<file path="src/hdl/ssrq_pkg.sv">
`default_nettype none

package ssrq_pkg;

	localparam int DEPTH_DEF     = 16;
	localparam int LAP_BITS_DEF  = 24;
	localparam int DATA_BITS_DEF = 32;

	localparam int CFG_BITS    = 5;
	localparam int ACTION_BITS = 2;
	localparam int STATUS_BITS = 2;

	localparam logic [CFG_BITS-1:0] SLOT_COUNT_RESET = 5'd16;

	localparam logic [ACTION_BITS-1:0] ACT_PUSH = 2'd0;
	localparam logic [ACTION_BITS-1:0] ACT_POP  = 2'd1;

	localparam logic [STATUS_BITS-1:0] STAT_OK       = 2'd0;
	localparam logic [STATUS_BITS-1:0] STAT_EMPTY    = 2'd1;
	localparam logic [STATUS_BITS-1:0] STAT_OVERFLOW = 2'd2;

	typedef enum logic [1:0] {
		S_CLEAR,
		S_IDLE,
		S_EVAL
	} ctrl_state_t;

	// controller -> datapath
	typedef struct packed {
		logic clr_we;  // zero one stamp slot, step the sweep counter
		logic push;    // write the tail slot, load an ok result
		logic rd_go;   // latch action of a pop/check word
		logic eval;    // compare head stamp, load result
	} cmd_t;

	// datapath -> controller
	typedef struct packed {
		logic clr_last;
		logic out_hold;
		logic is_push;
	} stat_t;

endpackage

`default_nettype wire

</file>
<file path="src/hdl/ssrq_ctrl.sv">
`default_nettype none

module ssrq_ctrl import ssrq_pkg::*; (
	input  wire logic  clk,
	input  wire logic  arst_n,
	input  wire logic  in_valid,
	output logic       in_stall,
	input  wire stat_t stat,
	output cmd_t       cmd
);

	ctrl_state_t state_q, state_nxt;

	always_ff @(posedge clk or negedge arst_n) begin
		if (!arst_n) begin
			state_q <= S_CLEAR;
		end else begin
			state_q <= state_nxt;
		end
	end

	always_comb begin
		state_nxt = state_q;
		cmd       = '0;
		in_stall  = 1'b1;
		case (state_q)
			S_CLEAR: begin
				cmd.clr_we = 1'b1;
				if (stat.clr_last) begin
					state_nxt = S_IDLE;
				end
			end
			S_IDLE: begin
				// output register must be free or draining this cycle
				in_stall = stat.out_hold;
				if (in_valid && !stat.out_hold) begin
					if (stat.is_push) begin
						cmd.push = 1'b1;
					end else begin
						cmd.rd_go = 1'b1;
						state_nxt = S_EVAL;
					end
				end
			end
			S_EVAL: begin
				cmd.eval  = 1'b1;
				state_nxt = S_IDLE;
			end
			default: begin
				state_nxt = S_IDLE;
			end
		endcase
	end

endmodule

`default_nettype wire

</file>
<file path="src/hdl/ssrq_dp.sv">
`default_nettype none

module ssrq_dp import ssrq_pkg::*; #(
	parameter int DEPTH     = DEPTH_DEF,
	parameter int LAP_BITS  = LAP_BITS_DEF,
	parameter int DATA_BITS = DATA_BITS_DEF
) (
	input  wire logic                   clk,
	input  wire logic                   arst_n,
	input  wire logic [ACTION_BITS-1:0] action,
	input  wire logic [DATA_BITS-1:0]   data_in,
	input  wire logic                   cfg_valid,
	input  wire logic [CFG_BITS-1:0]    cfg_data,
	input  wire logic                   out_stall,
	input  wire cmd_t                   cmd,
	output stat_t                       stat,
	output logic                        out_valid,
	output logic [STATUS_BITS-1:0]      status,
	output logic [DATA_BITS-1:0]        data_out
);

	localparam int IDX_BITS = $clog2(DEPTH);
	localparam int CNT_RAW  = $clog2(DEPTH + 1);
	localparam int CNT_BITS = (CNT_RAW > CFG_BITS) ? CNT_RAW : CFG_BITS;

	logic [LAP_BITS-1:0]  stamp_mem [DEPTH];
	logic [DATA_BITS-1:0] data_mem  [DEPTH];

	logic [CFG_BITS-1:0]    cfg_q;
	logic [IDX_BITS-1:0]    head_q, tail_q, clr_q;
	logic [LAP_BITS-1:0]    rlap_q, wlap_q;
	logic [ACTION_BITS-1:0] act_q;
	logic [LAP_BITS-1:0]    stamp_rd_q;
	logic [DATA_BITS-1:0]   data_rd_q;
	logic                   out_valid_q;
	logic [STATUS_BITS-1:0] status_q;
	logic [DATA_BITS-1:0]   dout_q;

	logic [CNT_BITS-1:0] cfg_ext, live;
	logic                tail_wrap, head_wrap;
	logic [IDX_BITS-1:0] tail_nxt, head_nxt;
	logic                hit, prev_hit, pop_ok;

	// slot_count of 0 acts as 1, above DEPTH acts as DEPTH
	always_comb begin
		cfg_ext = CNT_BITS'(cfg_q);
		if (cfg_ext == '0) begin
			live = CNT_BITS'(1);
		end else if (cfg_ext > CNT_BITS'(DEPTH)) begin
			live = CNT_BITS'(DEPTH);
		end else begin
			live = cfg_ext;
		end
	end

	assign tail_wrap = (CNT_BITS'(tail_q) + CNT_BITS'(1)) >= live;
	assign head_wrap = (CNT_BITS'(head_q) + CNT_BITS'(1)) >= live;
	assign tail_nxt  = tail_wrap ? '0 : tail_q + IDX_BITS'(1);
	assign head_nxt  = head_wrap ? '0 : head_q + IDX_BITS'(1);

	assign hit      = stamp_rd_q == rlap_q;
	assign prev_hit = stamp_rd_q == (rlap_q - LAP_BITS'(1));
	assign pop_ok   = hit && (act_q == ACT_POP);

	always_ff @(posedge clk or negedge arst_n) begin
		if (!arst_n) begin
			cfg_q  <= SLOT_COUNT_RESET;
			head_q <= '0;
			tail_q <= '0;
			clr_q  <= '0;
			rlap_q <= LAP_BITS'(1);
			wlap_q <= LAP_BITS'(1);
		end else begin
			if (cfg_valid) begin
				cfg_q <= cfg_data;
			end
			if (cmd.clr_we) begin
				clr_q <= clr_q + IDX_BITS'(1);
			end
			if (cmd.push) begin
				tail_q <= tail_nxt;
				if (tail_wrap) begin
					wlap_q <= wlap_q + LAP_BITS'(1);
				end
			end
			if (cmd.eval && pop_ok) begin
				head_q <= head_nxt;
				if (head_wrap) begin
					rlap_q <= rlap_q + LAP_BITS'(1);
				end
			end
		end
	end

	// slot stores: one write port, head slot read every cycle
	always_ff @(posedge clk) begin
		if (cmd.clr_we) begin
			stamp_mem[clr_q] <= '0;
		end else if (cmd.push) begin
			stamp_mem[tail_q] <= wlap_q;
			data_mem[tail_q]  <= data_in;
		end
	end

	always_ff @(posedge clk) begin
		stamp_rd_q <= stamp_mem[head_q];
		data_rd_q  <= data_mem[head_q];
	end

	always_ff @(posedge clk) begin
		if (cmd.rd_go) begin
			act_q <= action;
		end
	end

	always_ff @(posedge clk or negedge arst_n) begin
		if (!arst_n) begin
			out_valid_q <= 1'b0;
		end else if (cmd.push || cmd.eval) begin
			out_valid_q <= 1'b1;
		end else if (!out_stall) begin
			out_valid_q <= 1'b0;
		end
	end

	always_ff @(posedge clk) begin
		if (cmd.push) begin
			status_q <= STAT_OK;
			dout_q   <= '0;
		end else if (cmd.eval) begin
			if (hit) begin
				status_q <= STAT_OK;
			end else if (prev_hit) begin
				status_q <= STAT_EMPTY;
			end else begin
				status_q <= STAT_OVERFLOW;
			end
			dout_q <= pop_ok ? data_rd_q : '0;
		end
	end

	assign stat.clr_last = clr_q == IDX_BITS'(DEPTH - 1);
	assign stat.out_hold = out_valid_q && out_stall;
	assign stat.is_push  = action == ACT_PUSH;

	assign out_valid = out_valid_q;
	assign status    = status_q;
	assign data_out  = dout_q;

`ifndef SYNTHESIS
	a_push_free: assert property (@(posedge clk) disable iff (!arst_n)
		cmd.push |-> !(out_valid_q && out_stall))
		else $error("push loaded over a held result");
	a_eval_free: assert property (@(posedge clk) disable iff (!arst_n)
		cmd.eval |-> !out_valid_q)
		else $error("compare result would overwrite a pending word");
	a_push_ok: assert property (@(posedge clk) disable iff (!arst_n)
		cmd.push |=> out_valid_q && (status_q == STAT_OK) && (dout_q == '0))
		else $error("push did not produce an ok result");
`endif

endmodule

`default_nettype wire

</file>
<file path="src/hdl/sequence_stamped_ring_queue.sv">
// channel  | handshake            | payload
// ---------+----------------------+------------------------
// in       | in_valid / in_stall  | action, data_in
// out      | out_valid / out_stall| status, data_out
// cfg      | cfg_valid / cfg_ready| cfg_data (slot_count)
//
// A push loads the result register directly; a pop or check passes through an
// evaluate state, set by the registered read of the head slot's stamp and data.
// After reset the stamp store is zeroed one slot a cycle, with in_stall high
// until the last slot is cleared; cfg writes are taken throughout.
// A new word is taken while the result register is empty or drains in the
// same cycle; out_stall holds the result and stalls the input side.
`default_nettype none

module sequence_stamped_ring_queue import ssrq_pkg::*; #(
	parameter int DEPTH     = DEPTH_DEF,
	parameter int LAP_BITS  = LAP_BITS_DEF,
	parameter int DATA_BITS = DATA_BITS_DEF
) (
	input  wire logic                   clk,
	input  wire logic                   arst_n,
	input  wire logic                   in_valid,
	output logic                        in_stall,
	input  wire logic [ACTION_BITS-1:0] action,
	input  wire logic [DATA_BITS-1:0]   data_in,
	output logic                        out_valid,
	input  wire logic                   out_stall,
	output logic [STATUS_BITS-1:0]      status,
	output logic [DATA_BITS-1:0]        data_out,
	input  wire logic                   cfg_valid,
	output logic                        cfg_ready,
	input  wire logic [CFG_BITS-1:0]    cfg_data
);

	cmd_t  cmd;
	stat_t stat;

	assign cfg_ready = 1'b1;

	ssrq_ctrl u_ctrl (
		.clk      (clk),
		.arst_n   (arst_n),
		.in_valid (in_valid),
		.in_stall (in_stall),
		.stat     (stat),
		.cmd      (cmd)
	);

	ssrq_dp #(
		.DEPTH     (DEPTH),
		.LAP_BITS  (LAP_BITS),
		.DATA_BITS (DATA_BITS)
	) u_dp (
		.clk       (clk),
		.arst_n    (arst_n),
		.action    (action),
		.data_in   (data_in),
		.cfg_valid (cfg_valid && cfg_ready),
		.cfg_data  (cfg_data),
		.out_stall (out_stall),
		.cmd       (cmd),
		.stat      (stat),
		.out_valid (out_valid),
		.status    (status),
		.data_out  (data_out)
	);

endmodule

`default_nettype wire
</file>
<file path="config.mk">
export PLATFORM = sky130hd
export DESIGN_NAME = sequence_stamped_ring_queue
export DESIGN_NICKNAME = d
export VERILOG_FILES = /design/src/hdl/ssrq_pkg.sv /design/src/hdl/ssrq_ctrl.sv /design/src/hdl/ssrq_dp.sv /design/src/hdl/sequence_stamped_ring_queue.sv
export SDC_FILE = /design/constraint.sdc
export NUM_CORES = 1
export LEC_CHECK = 0
export BUFFER_PORTS_ARGS = -buffer_cell sky130_fd_sc_hd__buf_4
export CAP_MARGIN = 15
export CORE_ASPECT_RATIO = 0.7
export CORE_MARGIN = 2
export CORE_UTILIZATION = 45
export CTS_CLUSTER_DIAMETER = 50
export DETAILED_ROUTE_END_ITERATION = 10
export GPL_TIMING_DRIVEN = 0
export HOLD_SLACK_MARGIN = 0.06
export PLACE_DENSITY = 0.69
export SLEW_MARGIN = 20
export SYNTH_ARGS = -nofsm -noshare
export SYNTH_HDL_FRONTEND = slang
export SYNTH_SLANG_ARGS = --single-unit
</file>
<file path="constraint.sdc">
create_clock -name clk -period 10.2 [get_ports clk]
set_input_delay 3.06 -clock clk [delete_from_list [all_inputs] [get_ports clk]]
set_output_delay 3.06 -clock clk [all_outputs]
set_load 0.005 [all_outputs]
</file>
==> metrics.md <==
| Metric | Value |
|---|---|
| Critical Path RT | 10560 ps |
| Routed wire length | 97500 um |
| Data arrival, critical path | 7020 ps |
| Reg power frac | 0.538 |
| Placeable Area | 89900 um2 |
| Clk pin slew, worst setup/hold paths | 60 ps |
| Post-DR vias/cell | 5.93 |
| Share of post-route cells with drive strength above 1 | 0.271 |
| First drt pass iteration count | 5 |
| Total gr overflow | 0 |
| GR Util All Layers | 0.212 |
| Final period demand of the worst path | 6660 ps |
| Fin. Hold Viols | 0 |
| Diodes inserted | 0 |
| Finished Cell Area | 46800 um2 |
| Largest family of logic cells by synthesized area | multiplexers |
| Rel. slew slack | 0.198 |
| PwrDens | 198 nW/um2 |
| Ranking of synthesized cells by area | edfxtp_1 66%, mux4_2 15%, dfxtp_1 4.4% |
| P_leak | 15.6 nW |
| CTS Hold Bufs | 0 |
| Clock tree buffer depth | 3 |
| Most frequent cell after synthesis | edfxtp_1 |
| Crit end category | flop |
| Worst vdd ir | 0.000140 V |
| First-pass GRT wire length | 143000 um |
| Initial Utilization | 0.453 |
| Synthesized area per cell | 20.6 um2 |
| Worst-margin pin slew | 1190 ps |
| Layout Nets | 2248 |
| Kind of critical path | input pin to flop |
| Largest net degree at the start of global routing | 69 |
| Area growth, synth to finish | 14.8% |
| Main flop type after synthesis | edfxtp_1 |
| Later-pin clock latency in the skew report | 670 ps |
| R2r worst-path depth | 12 |
| Non-filler instance count after layout | 3489 |
| Switching Share | 0.235 |
| Clk sinks | 1056 |
| Ports | 81 |
| Post-synthesis xor/xnor area fraction | 0.0189 |
| Synth warn | 0 |
| Placed cell areas | 43700 um2 |
| Status | finished clean |
| CTS buffer count | 96 |
| R2r setup slk | 5550 ps |
| Placed cells | 3308 |
| H-tree depth | 3 |
| Post-Syn Instances | 1975 |
| RSZ-0062 raised after global routing | false |
| Final setup fails | 0 |
| Cts repair resizes | 0 |
| Net Switching | 0.00217 W |
| HP Class | flop to flop |
| DRC | 0 |
| Top cell type's share of synthesized area | 0.662 |
| Worst Hold Path Cells | 2 |
| Fmax | 150 MHz |
| IO Port Bufs | 79 |
| Clock Tree Root | clkbuf_16 |
| Compound-Gate Fraction of Synth Area | 0.0169 |
| Post-place setup slack | 3120 ps |
| Vias in the first global route | 20.8k |
| Seq/Total Area, Yosys | 0.748 |
| Post CTS Setup Buffer Count | 0 |
| Netlist cell types | 70 |
| Layout Skew | 28.4 ps |
| Hpwl dp | 62700 um |
| Number of synthesized flops with an enable pin | 898 |
| Initial antenna violation count | 5 |
| Max FO, Critical Path | 13 |
| Startpoint types | input pin |
| Synth Net Count | 2038 |
| Via Count | 20.7k |
| Crit share post-route | 0.653 |
| Max_cap viols | 0 |
| DRT iter0 DRCs | 2685 |
| Gate power share | 0.081 |
| Antenna-violating nets left | 0 |
| Adder-Cell Fraction of Synth Area | 0.00583 |
| FP Rows | 92 |
| Global placement routability congestion | 0.855 |
| Pins Over Slew Limit | 0 |
| Die area | 93000 um2 |
| CTS tree | yes |
| Drt wl/cell | 28.0 um |
| Die width | 364 um |
| Post-Synth Simple-Gate Area | 0.0412 |
| Synth top cells by count | 898 x edfxtp_1, 280 x mux4_2, 90 x dfxtp_1 |
| Register bit count reported by yosys | 1056 |
| Clock share of power | 0.382 |
| PnR worst setup slack | 3540 ps |
| Chip height | 256 um |
| Dominant cell type by area after synthesis | edfxtp_1 |
| Mapped Area | 40800 um2 |
| Cell-internal power | 0.00708 W |
| Ys async rst share | 0.0644 |
| Post-synthesis mux area share | 0.157 |
==> critical path, stage by stage <==
cell and delay, ps:
buf_4 110, nand2_1 100, nand4b_1 300, nor3_1 1010
clkbuf_1 860, nand2_1 120, nor2_1 290, a31oi_1 250
nor2_4 670, buf_16 230
==> stage by stage <==
step | TNS (ps) | power (W) | util | hold slack (ps)
after CTS | 0 | 0.00929 | 0.520 | 476
after global routing | 0 | 0.00953 | 0.521 | 493
after global placement | -66790 | 0.00567 | 0.477 | 453
after detailed placement | 0 | 0.00580 | 0.486 | 459
final | 0 | 0.00926 | 0.521 | 474
after floorplan | 0 | 0.00537 | - | 434
==> registers in the layout, summed over array words and instances, names as in the netlist, 5 cells and up <==
register	count
u_dp.rlap_q	24
u_dp.wlap_q	24
u_dp.data_rd_q	32
u_dp.cfg_ext	5
u_dp.data_out	32
u_dp.stamp_rd_q	24
u_dp.stamp_mem	384
u_dp.data_mem	512
==> cell usage in the layout, fill, tap and decap left out, types with 19 or more instances in the layout <==
cell type	synthesis	layout
a22oi_1	34	34
and2_1	37	26
buf_4	1	81
clkbuf_1	76	96
clkbuf_16	0	98
clkinv_2	0	23
dfrtp_1	65	65
dfxtp_1	90	90
edfxtp_1	898	898
ha_1	19	19
mux4_2	280	280
nand2_1	30	30
nand3_1	35	35
nand4_1	19	19
nor2_1	78	62
nor3_1	25	25
xnor2_1	49	49
xor2_1	37	37
==> path summary, 6_finish.rpt <==
| check | start | endpoint |
|---|---|---|
| max | out_stall | u_dp.stamp_mem[6][20] |
| min | u_dp.data_rd_q[20] | u_dp.data_out[20] |
| max reg2reg | u_dp.head_q[0] | u_dp.rlap_q[13] |
| min reg2reg | u_dp.data_rd_q[20] | u_dp.data_out[20] |
| max in group asynchronous | arst_n | u_dp.wlap_q[14] |
| min in group asynchronous | arst_n | u_dp.cfg_ext[0] |
==> per-layer routing <==
layer	GRT usage	vias to the layer above	share of wire
li1	-	8516	-
met1	0.323	11000	0.43
met2	0.310	1037	0.45
met3	0.0505	138	0.10
met4	0.0513	0	0.022
met5	0	-	0
==> layout make-up <==
cell class,count,area [um2]
multi-input combinational,796,9940
sequential,1056,30500
tap,1222,1530
inverter,16,60.1
timing repair buffer,112,1260
clock inverter,45,392
buffer,107,459
fill,6810,43100
clock buffer,135,2680
==> power by group through the flow <==
stage / Clock (W) / Combinational, W / Sequential (W)
after floorplan: 0 / 0.000346 / 0.00503
after global placement: 0 / 0.000598 / 0.00507
after detailed placement: 0 / 0.000736 / 0.00506
after CTS: 0.00358 / 0.000741 / 0.00498
after global routing: 0.00375 / 0.000791 / 0.00499
final: 0.00353 / 0.000747 / 0.00498
==> cells by family (layout without fill, tap and decap cells) <==
logic type / Yosys count / in the layout
simple gates: 304 / 304
buf+inv: 123 / 415
xor+xnor: 87 / 87
other cells: 1 / 1
flops: 1056 / 1056
compound gates: 97 / 97
fa+ha+maj: 19 / 19
mux: 288 / 288
Note: power is estimated with default switching activity, not from simulation.
